[src/design/u16u8_pkg.sv]
`timescale 1ns / 1ps
`default_nettype none

package u16u8_pkg;

  // One input item: a UTF-16 code unit and the end-of-stream flag
  typedef struct packed {
    logic [15:0] code_unit;
    logic        end_of_input;
  } in_item_t;

  // One result item: a single byte of output
  typedef struct packed {
    logic [7:0] out_byte;
    logic       last_of_run;
    logic       error;
  } out_item_t;

  // Work for the back end: optional BOM, then cnt bytes from the bytes list.
  // With err set, cnt is 1 and the single byte is the error result.
  typedef struct packed {
    logic            bom;
    logic [2:0]      cnt;
    logic [3:0][7:0] bytes;
    logic            err;
  } job_t;

  localparam logic [2:0] BOM_LEN = 3'd3;
  localparam logic [7:0] BOM_B0  = 8'hEF;
  localparam logic [7:0] BOM_B1  = 8'hBB;
  localparam logic [7:0] BOM_B2  = 8'hBF;

  // Surrogate ranges by the top six bits of a code unit
  localparam logic [5:0] HIGH_SURR_TAG = 6'b110110;
  localparam logic [5:0] LOW_SURR_TAG  = 6'b110111;

  localparam logic [20:0] SUPP_BASE = 21'h10000;

endpackage

`default_nettype wire

[src/design/u16u8_front.sv]
`timescale 1ns / 1ps
`default_nettype none

module u16u8_front (
  input  wire logic                 clk,
  input  wire logic                 rst_n,
  input  wire logic                 cfg_wr_en,
  input  wire logic                 cfg_wr_data,
  input  wire logic                 in_valid,
  output logic                      in_ready,
  input  wire u16u8_pkg::in_item_t  in_data,
  output logic                      push_valid,
  input  wire logic                 push_ready,
  output u16u8_pkg::job_t           push_job
);
  import u16u8_pkg::*;

  typedef enum logic [1:0] {
    UC_PLAIN,
    UC_HIGH,
    UC_LOW
  } unit_class_t;

  logic        emit_bom_r;
  logic        bom_sent_r;
  logic        halted_r;
  logic        pending_valid_r, pending_valid_nxt;
  logic [9:0]  pending_payload_r, pending_payload_nxt;

  unit_class_t ucls;
  logic        fail;
  logic [20:0] supp_cp;
  job_t        job;
  logic        accept;

  // UTF-8 bytes of a code point in the basic plane
  function automatic job_t encode_bmp(input logic [15:0] cp);
    job_t j;
    j = '0;
    if (cp[15:7] == 9'd0) begin
      j.cnt      = 3'd1;
      j.bytes[0] = {1'b0, cp[6:0]};
    end else if (cp[15:11] == 5'd0) begin
      j.cnt      = 3'd2;
      j.bytes[0] = {3'b110, cp[10:6]};
      j.bytes[1] = {2'b10, cp[5:0]};
    end else begin
      j.cnt      = 3'd3;
      j.bytes[0] = {4'b1110, cp[15:12]};
      j.bytes[1] = {2'b10, cp[11:6]};
      j.bytes[2] = {2'b10, cp[5:0]};
    end
    return j;
  endfunction

  assign in_ready = push_ready;
  assign accept   = in_valid && in_ready;

  // Classify the incoming unit
  always_comb begin
    unique case (in_data.code_unit[15:10])
      HIGH_SURR_TAG: ucls = UC_HIGH;
      LOW_SURR_TAG:  ucls = UC_LOW;
      default:       ucls = UC_PLAIN;
    endcase
  end

  assign supp_cp = {1'b0, pending_payload_r, in_data.code_unit[9:0]} + SUPP_BASE;

  // Build the job and the next surrogate state
  always_comb begin
    job                 = '0;
    fail                = 1'b0;
    pending_valid_nxt   = pending_valid_r;
    pending_payload_nxt = pending_payload_r;
    if (pending_valid_r) begin
      pending_valid_nxt   = 1'b0;
      pending_payload_nxt = '0;
      if (ucls == UC_LOW) begin
        job.cnt      = 3'd4;
        job.bytes[0] = {5'b11110, supp_cp[20:18]};
        job.bytes[1] = {2'b10, supp_cp[17:12]};
        job.bytes[2] = {2'b10, supp_cp[11:6]};
        job.bytes[3] = {2'b10, supp_cp[5:0]};
      end else begin
        fail = 1'b1;
      end
    end else begin
      unique case (ucls)
        UC_HIGH: begin
          if (in_data.end_of_input) begin
            fail = 1'b1;
          end else begin
            pending_valid_nxt   = 1'b1;
            pending_payload_nxt = in_data.code_unit[9:0];
          end
        end
        UC_LOW:  fail = 1'b1;
        default: job = encode_bmp(in_data.code_unit);
      endcase
    end
    // error result replaces any payload bytes
    if (fail) begin
      job.cnt   = 3'd1;
      job.bytes = '0;
      job.err   = 1'b1;
    end
    job.bom = !bom_sent_r && emit_bom_r;
  end

  assign push_job   = job;
  assign push_valid = in_valid && !halted_r && (job.bom || (job.cnt != 3'd0));

  // Configuration register
  always_ff @(posedge clk) begin
    if (!rst_n) begin
      emit_bom_r <= 1'b1;
    end else if (cfg_wr_en) begin
      emit_bom_r <= cfg_wr_data;
    end
  end

  // Stream state, updated on each transfer while running
  always_ff @(posedge clk) begin
    if (!rst_n) begin
      bom_sent_r        <= 1'b0;
      halted_r          <= 1'b0;
      pending_valid_r   <= 1'b0;
      pending_payload_r <= '0;
    end else if (accept && !halted_r) begin
      bom_sent_r        <= 1'b1;
      halted_r          <= fail;
      pending_valid_r   <= pending_valid_nxt;
      pending_payload_r <= pending_payload_nxt;
    end
  end

endmodule

`default_nettype wire

[src/design/u16u8_queue.sv]
`timescale 1ns / 1ps
`default_nettype none

module u16u8_queue #(
  parameter int DEPTH = 2
) (
  input  wire logic             clk,
  input  wire logic             rst_n,
  input  wire logic             push_valid,
  output logic                  push_ready,
  input  wire u16u8_pkg::job_t  push_job,
  output logic                  pop_valid,
  input  wire logic             pop_ready,
  output u16u8_pkg::job_t       pop_job
);
  import u16u8_pkg::*;

  localparam int PTR_W = $clog2(DEPTH);
  localparam int CNT_W = $clog2(DEPTH + 1);

  job_t             slot_r [DEPTH];
  logic [PTR_W-1:0] wr_ptr_r, rd_ptr_r;
  logic [CNT_W-1:0] count_r;
  logic             do_push, do_pop;

  assign push_ready = (count_r != CNT_W'(DEPTH));
  assign pop_valid  = (count_r != '0);
  assign pop_job    = slot_r[rd_ptr_r];
  assign do_push    = push_valid && push_ready;
  assign do_pop     = pop_valid && pop_ready;

  // Storage
  always_ff @(posedge clk) begin
    if (do_push) begin
      slot_r[wr_ptr_r] <= push_job;
    end
  end

  // Pointers and fill count
  always_ff @(posedge clk) begin
    if (!rst_n) begin
      wr_ptr_r <= '0;
      rd_ptr_r <= '0;
      count_r  <= '0;
    end else begin
      if (do_push) begin
        wr_ptr_r <= (wr_ptr_r == PTR_W'(DEPTH - 1)) ? '0 : wr_ptr_r + 1'b1;
      end
      if (do_pop) begin
        rd_ptr_r <= (rd_ptr_r == PTR_W'(DEPTH - 1)) ? '0 : rd_ptr_r + 1'b1;
      end
      if (do_push && !do_pop) begin
        count_r <= count_r + 1'b1;
      end else if (do_pop && !do_push) begin
        count_r <= count_r - 1'b1;
      end
    end
  end

endmodule

`default_nettype wire

[src/design/u16u8_back.sv]
`timescale 1ns / 1ps
`default_nettype none

module u16u8_back (
  input  wire logic             clk,
  input  wire logic             rst_n,
  input  wire logic             job_valid,
  output logic                  job_ready,
  input  wire u16u8_pkg::job_t  job,
  output logic                  out_valid,
  input  wire logic             out_ready,
  output u16u8_pkg::out_item_t  out_data
);
  import u16u8_pkg::*;

  logic [2:0] pos_r, pos_nxt;
  logic       out_valid_r;
  out_item_t  out_data_r;
  out_item_t  cur;
  logic [2:0] total;
  logic [2:0] idx;
  logic       load;
  logic       is_last;

  assign total   = (job.bom ? BOM_LEN : 3'd0) + job.cnt;
  assign idx     = pos_r - (job.bom ? BOM_LEN : 3'd0);
  assign is_last = (pos_r == total - 3'd1);
  assign load    = job_valid && (!out_valid_r || out_ready);

  // Pick the byte at the current position of the job
  always_comb begin
    cur = '0;
    if (job.bom && (pos_r < BOM_LEN)) begin
      case (pos_r[1:0])
        2'd0:    cur.out_byte = BOM_B0;
        2'd1:    cur.out_byte = BOM_B1;
        default: cur.out_byte = BOM_B2;
      endcase
    end else begin
      cur.out_byte = job.bytes[idx[1:0]];
      cur.error    = job.err;
    end
    cur.last_of_run = is_last;
  end

  assign job_ready = load && is_last;
  assign pos_nxt   = is_last ? 3'd0 : pos_r + 3'd1;

  // Position within the current job
  always_ff @(posedge clk) begin
    if (!rst_n) begin
      pos_r <= '0;
    end else if (load) begin
      pos_r <= pos_nxt;
    end
  end

  // Output register
  always_ff @(posedge clk) begin
    if (!rst_n) begin
      out_valid_r <= 1'b0;
    end else if (load) begin
      out_valid_r <= 1'b1;
    end else if (out_ready) begin
      out_valid_r <= 1'b0;
    end
  end

  always_ff @(posedge clk) begin
    if (load) begin
      out_data_r <= cur;
    end
  end

  assign out_valid = out_valid_r;
  assign out_data  = out_data_r;

endmodule

`default_nettype wire

[src/design/utf16be_to_utf8_transcoder.sv]
// Channel  | Ports                                  | Moves
// ---------+----------------------------------------+--------------------------------
// input    | in_valid, in_ready, in_data            | one UTF-16 code unit + end flag
// result   | out_valid, out_ready, out_data         | one UTF-8 byte + last/error
// config   | cfg_wr_en, cfg_wr_data                 | emit_bom register, no wait
//
// The back end sends one byte per cycle while a job is queued and out_ready is high;
// an item makes 0 to 4 bytes, plus 3 for the BOM on the first item.
// The front classifies an item in the cycle it is taken; the job queue
// (QUEUE_DEPTH entries) lets input keep flowing while the back end is busy.
// Reset is synchronous, active low, and clears all stream state; emit_bom resets to 1.
// A stalled out_ready holds the output register and backs up into the queue.
`timescale 1ns / 1ps
`default_nettype none

module utf16be_to_utf8_transcoder #(
  parameter int QUEUE_DEPTH = 2
) (
  input  wire logic                 clk,
  input  wire logic                 rst_n,
  input  wire logic                 cfg_wr_en,
  input  wire logic                 cfg_wr_data,
  input  wire logic                 in_valid,
  output logic                      in_ready,
  input  wire u16u8_pkg::in_item_t  in_data,
  output logic                      out_valid,
  input  wire logic                 out_ready,
  output u16u8_pkg::out_item_t      out_data
);
  import u16u8_pkg::*;

  logic push_valid, push_ready;
  job_t push_job;
  logic pop_valid, pop_ready;
  job_t pop_job;

  u16u8_front u_front (
    .clk         (clk),
    .rst_n       (rst_n),
    .cfg_wr_en   (cfg_wr_en),
    .cfg_wr_data (cfg_wr_data),
    .in_valid    (in_valid),
    .in_ready    (in_ready),
    .in_data     (in_data),
    .push_valid  (push_valid),
    .push_ready  (push_ready),
    .push_job    (push_job)
  );

  u16u8_queue #(
    .DEPTH (QUEUE_DEPTH)
  ) u_queue (
    .clk        (clk),
    .rst_n      (rst_n),
    .push_valid (push_valid),
    .push_ready (push_ready),
    .push_job   (push_job),
    .pop_valid  (pop_valid),
    .pop_ready  (pop_ready),
    .pop_job    (pop_job)
  );

  u16u8_back u_back (
    .clk       (clk),
    .rst_n     (rst_n),
    .job_valid (pop_valid),
    .job_ready (pop_ready),
    .job       (pop_job),
    .out_valid (out_valid),
    .out_ready (out_ready),
    .out_data  (out_data)
  );

endmodule

`default_nettype wire

[config.mk]
export PLATFORM = sky130hd
export DESIGN_NAME = utf16be_to_utf8_transcoder
export DESIGN_NICKNAME = d
export VERILOG_FILES = /design/src/design/u16u8_pkg.sv /design/src/design/u16u8_front.sv /design/src/design/u16u8_queue.sv /design/src/design/u16u8_back.sv /design/src/design/utf16be_to_utf8_transcoder.sv
export SDC_FILE = /design/constraint.sdc
export NUM_CORES = 1
export LEC_CHECK = 0
export BUFFER_PORTS_ARGS = -buffer_cell sky130_fd_sc_hd__buf_2
export CAP_MARGIN = 10
export CORE_MARGIN = 1.5
export CORE_UTILIZATION = 45
export DETAILED_ROUTE_END_ITERATION = 7
export GPL_ROUTABILITY_DRIVEN = 0
export GPL_TIMING_DRIVEN = 1
export PLACE_DENSITY = 0.65
export SLEW_MARGIN = 20
export SYNTH_ARGS = -nofsm -noshare
export SYNTH_HDL_FRONTEND = slang
export SYNTH_SLANG_ARGS = --single-unit
[constraint.sdc]
create_clock -name clk -period 3.9 [get_ports clk]
set_clock_uncertainty 0.15 [all_clocks]
set_input_delay 0.585 -clock clk [delete_from_list [all_inputs] [get_ports clk]]
set_output_delay 0.585 -clock clk [all_outputs]
set_load 0.02 [all_outputs]
======== Word level (Yosys, flattened, before mapping) ========
Memory sizes are Yosys's and may differ from the RTL's. A register that Yosys moved wholly into a read port is not among the register bits.
Index checks and enable logic that the tools add are counted.
storage, ports and cells
  bits in registers ....................... 32
  RAM bits ................................ 74
  bits of input ports ..................... 23
  output and inout bits ................... 12
  memories kept ........................... 1
memory list
  memory          depth  width  read ports  clocked after memory_dff  wr ports  RTL line           RTL
  u_queue.slot_r  2      37     1           1                         1         u16u8_queue.sv:21  job_t slot_r [DEPTH];
operators by class
  add/sub/neg operators ................... 9
  magnitude comparators ................... 2
  equal/unequal tests ..................... 8
  muxes and demuxes ....................... 38
  reduce and logical (&&, ||, !) cells .... 29
operator list
  operator                                                     count
  two-way mux 36 bit                                           2
  two-way mux 35 bit                                           2
  two-way mux 8 bit                                            4
  two-way mux 10 bit                                           3
  adder 20 x 17 -> 21 bit (second input constant)              1
  binary-select mux 8 bit (select 2 bit)                       1
  two-way mux 1 bit                                            16
  two-way mux 16 bit                                           1
  two-way mux 14 bit                                           1
  one-hot mux 7 bit (2 select lines)                           1
  == test 6 bit (second input constant)                        2
  logical AND 1 bit                                            12
  logical NOT 9 bit                                            1
  nonzero test 2 bit                                           4
  two-way mux 2 bit                                            3
  two-way mux 3 bit                                            2
  logical NOT 1 bit                                            5
  logical NOT 5 bit                                            1
  == test 2 x 1 -> 1 bit (second input constant)               2
  one-hot mux 2 bit (2 select lines)                           1
  adder 2 x 3 -> 3 bit                                         1
  adder 3 x 1 -> 3 bit (second input constant)                 1
  == test 3 bit                                                1
  less-than comparator 2 x 3 -> 1 bit (second input constant)  1
  15 further kinds                                             17

======== Logic depth before layout (Yosys ltp) ========
  depth after elaboration ................. 15
  mapped depth ............................ 13
  mapped depth without buffers ............ 13

======== Modules after synthesis ========
From an unflattened synthesis, not the netlist that was laid out.
second synthesis, totals
  cells, all modules ...................... 375
  area, all modules ....................... 5058.6 µm²
by module, submodules not included
  module       instances  cells each  area each (µm²)  seq. area each (µm²)
  u16u8_queue  1          139         2909.0           2322.2
  u16u8_front  1          146         1156.1           280.3
  u16u8_back   1          90          993.5            380.4

======== Worst setup path before layout ========
OpenSTA, ideal clock, no wires.
  kind .................................... input-to-reg
  start ................................... input in_data[13] (netlist bit)
  end ..................................... memory u_queue.slot_r[0][0] (netlist bit), enable pin
  arrival ................................. 3650 ps
  data required time ...................... 3287 ps
  slack ................................... -363 ps
  stages on the path ...................... 9
  path buffers ............................ 0
  cell sequence ........................... nor2b_1 -> nand4_1 -> inv_1 -> nand2_1 -> inv_1 -> ha_1 -> a21oi_1 -> nor4b_1 -> nor3_1
between the ends
  word-level cells in the longest chain between the ends .. 13
RTL lines
  what                                                     RTL line                              RTL
  start, declared                                          utf16be_to_utf8_transcoder.sv:25      input wire u16u8_pkg::in_item_t in_data,
  == test 6 bit                                            u16u8_front.sv:61                     unique case (in_data.code_unit[15:10])
  one-hot mux 2 bit (2 select lines)                       u16u8_front.sv:61
  == test 2 x 1 -> 1 bit or == test 2 bit (tied branches)  u16u8_front.sv:89, u16u8_front.sv:79
  OR reduction 2 bit (no line)                             -
  two-way mux 36 bit                                       u16u8_front.sv:89                     unique case (ucls)
  two-way mux 35 bit                                       u16u8_front.sv:76                     if (pending_valid_r) begin
  two-way mux 36 bit (*)                                   u16u8_front.sv:103                    if (fail) begin
  nonzero test 3 bit (*)                                   u16u8_front.sv:112                    assign push_valid = in_valid && !halted_r && (job.bom || (job.cnt != 3'd0));
  logical OR 1 bit (*)                                     u16u8_front.sv:112
  logical AND 1 bit (*)                                    u16u8_front.sv:112
  logical AND 1 bit (*)                                    u16u8_queue.sv:29                     assign do_push = push_valid && push_ready;
  two-way mux 1 bit (*)                                    u16u8_queue.sv:34                     if (do_push) begin
  two-way mux 1 bit (not written as such) (*)              u16u8_queue.sv:35                     slot_r[wr_ptr_r] <= push_job;
  end, declared                                            u16u8_queue.sv:21
Mark *: on every way between the ends. The rest lies on a longest branch, timed or not.

==> results.sh <==
export IMPL_outcome="finished clean"
export IMPL_port_buffers=34
export IMPL_synth_seq_cells=97
export IMPL_synth_compound_area_frac=0.08675
export IMPL_grt_pass1_vias=2632
export IMPL_cts_resized=0
export IMPL_drt_iter0_drc=196
export IMPL_setup_tns_ns=0
export IMPL_hold_viol_final=0
export IMPL_post_cts_setup_buffers=0
export IMPL_vias_per_cell=5.432
export IMPL_synth_simple_gate_area_share=0.1069
export IMPL_crit_end="u_queue.count_r[1]$_SDFFE_PN0P_"
export IMPL_period_minus_slack_ns=3.482
export IMPL_num_fill_cells=837
export IMPL_top_usage_layer="met2"
export IMPL_grtUsageMet2=0.2718
export IMPL_muxShareOfSynthArea=0.1072
export IMPL_peakVddDrop_mv=0.2748
export IMPL_fmax_mhz=287.2
export IMPL_die_x_um=101.9
export IMPL_ant_nets=0
export IMPL_yosys_area_share_xor_xnor=0.03242
export IMPL_dpl_instance_area_sq_mm=0.004740
export IMPL_grt_pass1_wl_mm=13.77
export IMPL_syn_area_sq_mm=0.004399
export IMPL_cp_data_arrival_time_ns=3.61
export IMPL_cts_buffer_depth=2
export IMPL_r2r_end="u_queue.count_r[1]$_SDFFE_PN0P_"
export IMPL_antenna_found_initial=0
export IMPL_synth_area_leaders="edfxtp_1, dfxtp_1, mux4_2"
export IMPL_final_util=0.5256
export IMPL_synthFlopType="edfxtp_1"
export IMPL_critPathKind="flip-flop to flip-flop"
export IMPL_area_growth_pct=11.97
export IMPL_cts_max_level=3
export IMPL_finalMaxSlewViolations=0
export IMPL_clkLatencyLatePin_ns=0.35
export IMPL_nets=403
export IMPL_initial_core_util=0.4694
export IMPL_worstPathMaxFanout=6
export IMPL_grt_max_degree=33
export IMPL_die_h_um=101.9
export IMPL_hold_path_class="input port to flip-flop"
export IMPL_reg2reg_slack_ns=0.42
export IMPL_first_pass_iters=4
export IMPL_drv_cap=0
export IMPL_synth_edf_count=74
export IMPL_cts_buffers=9
export IMPL_async_flop_share=0
export IMPL_multiInputGateArea_sq_mm=0.001628
export IMPL_die_area_sq_mm=0.01038
export IMPL_final_cell_mix="edfxtp_1, buf_2, dfxtp_1"
export IMPL_reg2reg_depth=10
export IMPL_synth_top_area_cell="edfxtp_1"
export IMPL_period_share=0.8929
export IMPL_fin_cells=502
export IMPL_final_setup_viol_count=0
export IMPL_slew_headroom=0.4051
export IMPL_yosysTopAreaCellShare=0.5051
export IMPL_synth_cells=329
export IMPL_crit_required_ns=4.03
export IMPL_rsz0062_at_grt="no"
export IMPL_mostFrequentLayoutCell="edfxtp_1"
export IMPL_drt_total_wl_mm=8.339
export IMPL_grtUsageTotal=0.1766
export IMPL_dp_cells=486
export IMPL_vias=2727
export IMPL_use_met3=0.03762
export IMPL_drive_gt1_frac=0.2064
export IMPL_p_leak_nw=1.766
export IMPL_start_kind="flip-flop"
export IMPL_p_per_area_mw_per_mm2=616.0
export IMPL_drc_errors=0
export IMPL_synth_distinct_cells=49
export IMPL_cp_end_kind="flip-flop"
export IMPL_synth_top_family_by_area="multiplexers"
export IMPL_finalPower_mw=3.034
export IMPL_synth_adder_area_share=0.03413
export IMPL_core_rowCount=35
export IMPL_yosysSeqAreaShare=0.6098
export IMPL_synth_avg_cell_area_sq_um=13.37
export IMPL_synth_fp_nets=364
export IMPL_cts_sinks=97
export IMPL_gr_usage_met1=0.2555
export IMPL_grt_overflow=0
export IMPL_postCtsHoldBufs=0
export IMPL_pin_count=35
export IMPL_post_dp_hpwl_mm=5.982
export IMPL_seqCellArea_sq_mm=0.002683
export IMPL_stdcell_area_sq_mm=0.004926
export IMPL_wire_per_inst_um=16.61
export IMPL_cts_clk_slew_worst_paths_ns=0.10
export IMPL_coreArea_sq_mm=0.009371
export IMPL_ys_warnings_count=0
export IMPL_root_buffer="clkbuf_8"
export IMPL_tightest_slew_ns=0.8895
export IMPL_diodes=0
export IMPL_cts_tree="yes"
-- kinds of logic after synthesis --
logic type      Yosys count
flops                    97
simple gates             91
compound gates           58
mux                      33
buf+inv                  25
xor+xnor                 13
fa+ha+maj                12
-- flip-flops by register name, indices dropped and copies added (netlist names), named ones only --
name	cells
u_queue.wr_ptr_r	1
u_back.pos_r	3
u_front.bom_sent_r	1
u_back.out_data	10
u_front.halted_r	1
u_queue.slot_r	64
u_queue.rd_ptr_r	1
u_front.pending_valid_r	1
u_front.pending_payload_r	10
u_front.emit_bom_r	1
u_back.out_valid	1
u_queue.count_r	2
-- per-layer routing --
layer,wire length (um),vias to the layer above
met4,59,0
met2,3817,74
met1,3927,1342
met5,0,-
li1,-,1307
met3,536,4
-- worst min-delay path by stage --
stage	start	end	slack, ns	depth (start not counted)
2_1_floorplan	u_front.emit_bom_r$_SDFFE_PN1P_	u_front.emit_bom_r$_SDFFE_PN1P_	0.28	2
3_3_place_gp	u_front.bom_sent_r$_SDFFE_PN0P_	u_front.bom_sent_r$_SDFFE_PN0P_	0.29	2
3_5_place_dp	u_front.bom_sent_r$_SDFFE_PN0P_	u_front.bom_sent_r$_SDFFE_PN0P_	0.31	2
4_1_cts	cfg_wr_data	u_front.emit_bom_r$_SDFFE_PN1P_	0.28	3
5_1_grt	cfg_wr_data	u_front.emit_bom_r$_SDFFE_PN1P_	0.28	3
6_report	cfg_wr_data	u_front.emit_bom_r$_SDFFE_PN1P_	0.30	3
-- cell usage after synthesis, drive strengths merged, types with 2 or more instances --
| library cell | instances |
|---|---|
| nand3 | 5 |
| nand3b | 2 |
| nand2b | 2 |
| a22oi | 11 |
| clkbuf | 8 |
| dfxtp | 23 |
| and3 | 6 |
| mux2i | 20 |
| xnor2 | 7 |
| inv | 12 |
| mux4 | 10 |
| nor2b | 16 |
| o21ai | 14 |
| a22o | 6 |
| and2 | 5 |
| buf | 5 |
| nor3 | 4 |
| mux2 | 3 |
| a21oi | 8 |
| xor2 | 5 |
| a21boi | 2 |
| a211o | 2 |
| nor2 | 21 |
| nand2 | 21 |
| o22ai | 7 |
| nand4 | 2 |
| ha | 12 |
| edfxtp | 74 |
-- through the flow --
stage	hold slack, ns	worst slack [ns]
detailed placement	0.3099	0.4175
CTS	0.2782	0.3854
global route	0.2833	0.1827
floorplan	0.2832	0.2104
global placement	0.2950	0.5180
finish	0.2960	0.4178
-- worst max-delay path: stages, from the launching register on --
cell      delay [ns]
dfxtp_1         0.46
mux2i_4         0.38
ha_1            0.28
inv_1           0.06
ha_1            0.16
xnor3_1         0.31
xor2_1          0.18
or4b_4          0.54
ha_1            0.35
or3_1           0.38
a21boi_0        0.16
-- cell type report --
| type | count | share of cell area |
|---|---|---|
| Clock buffer | 9 | 0.02515 |
| Inverter | 12 | 0.009144 |
| Sequential cell | 97 | 0.5446 |
| Timing Repair Buffer | 41 | 0.04521 |
| Tap cell | 129 | 0.03277 |
| Multi-Input combinational cell | 207 | 0.3305 |
| Clock inverter | 7 | 0.01270 |
-- power by group --
part           switching, mW  internal [mW]  total, mW  leakage, nW
sequential            0.0674           1.32       1.39        0.858
clock                  0.374          0.246      0.620       0.0976
combinational          0.569          0.458       1.03        0.811
No activity file was read; power rests on OpenSTA's default activity.
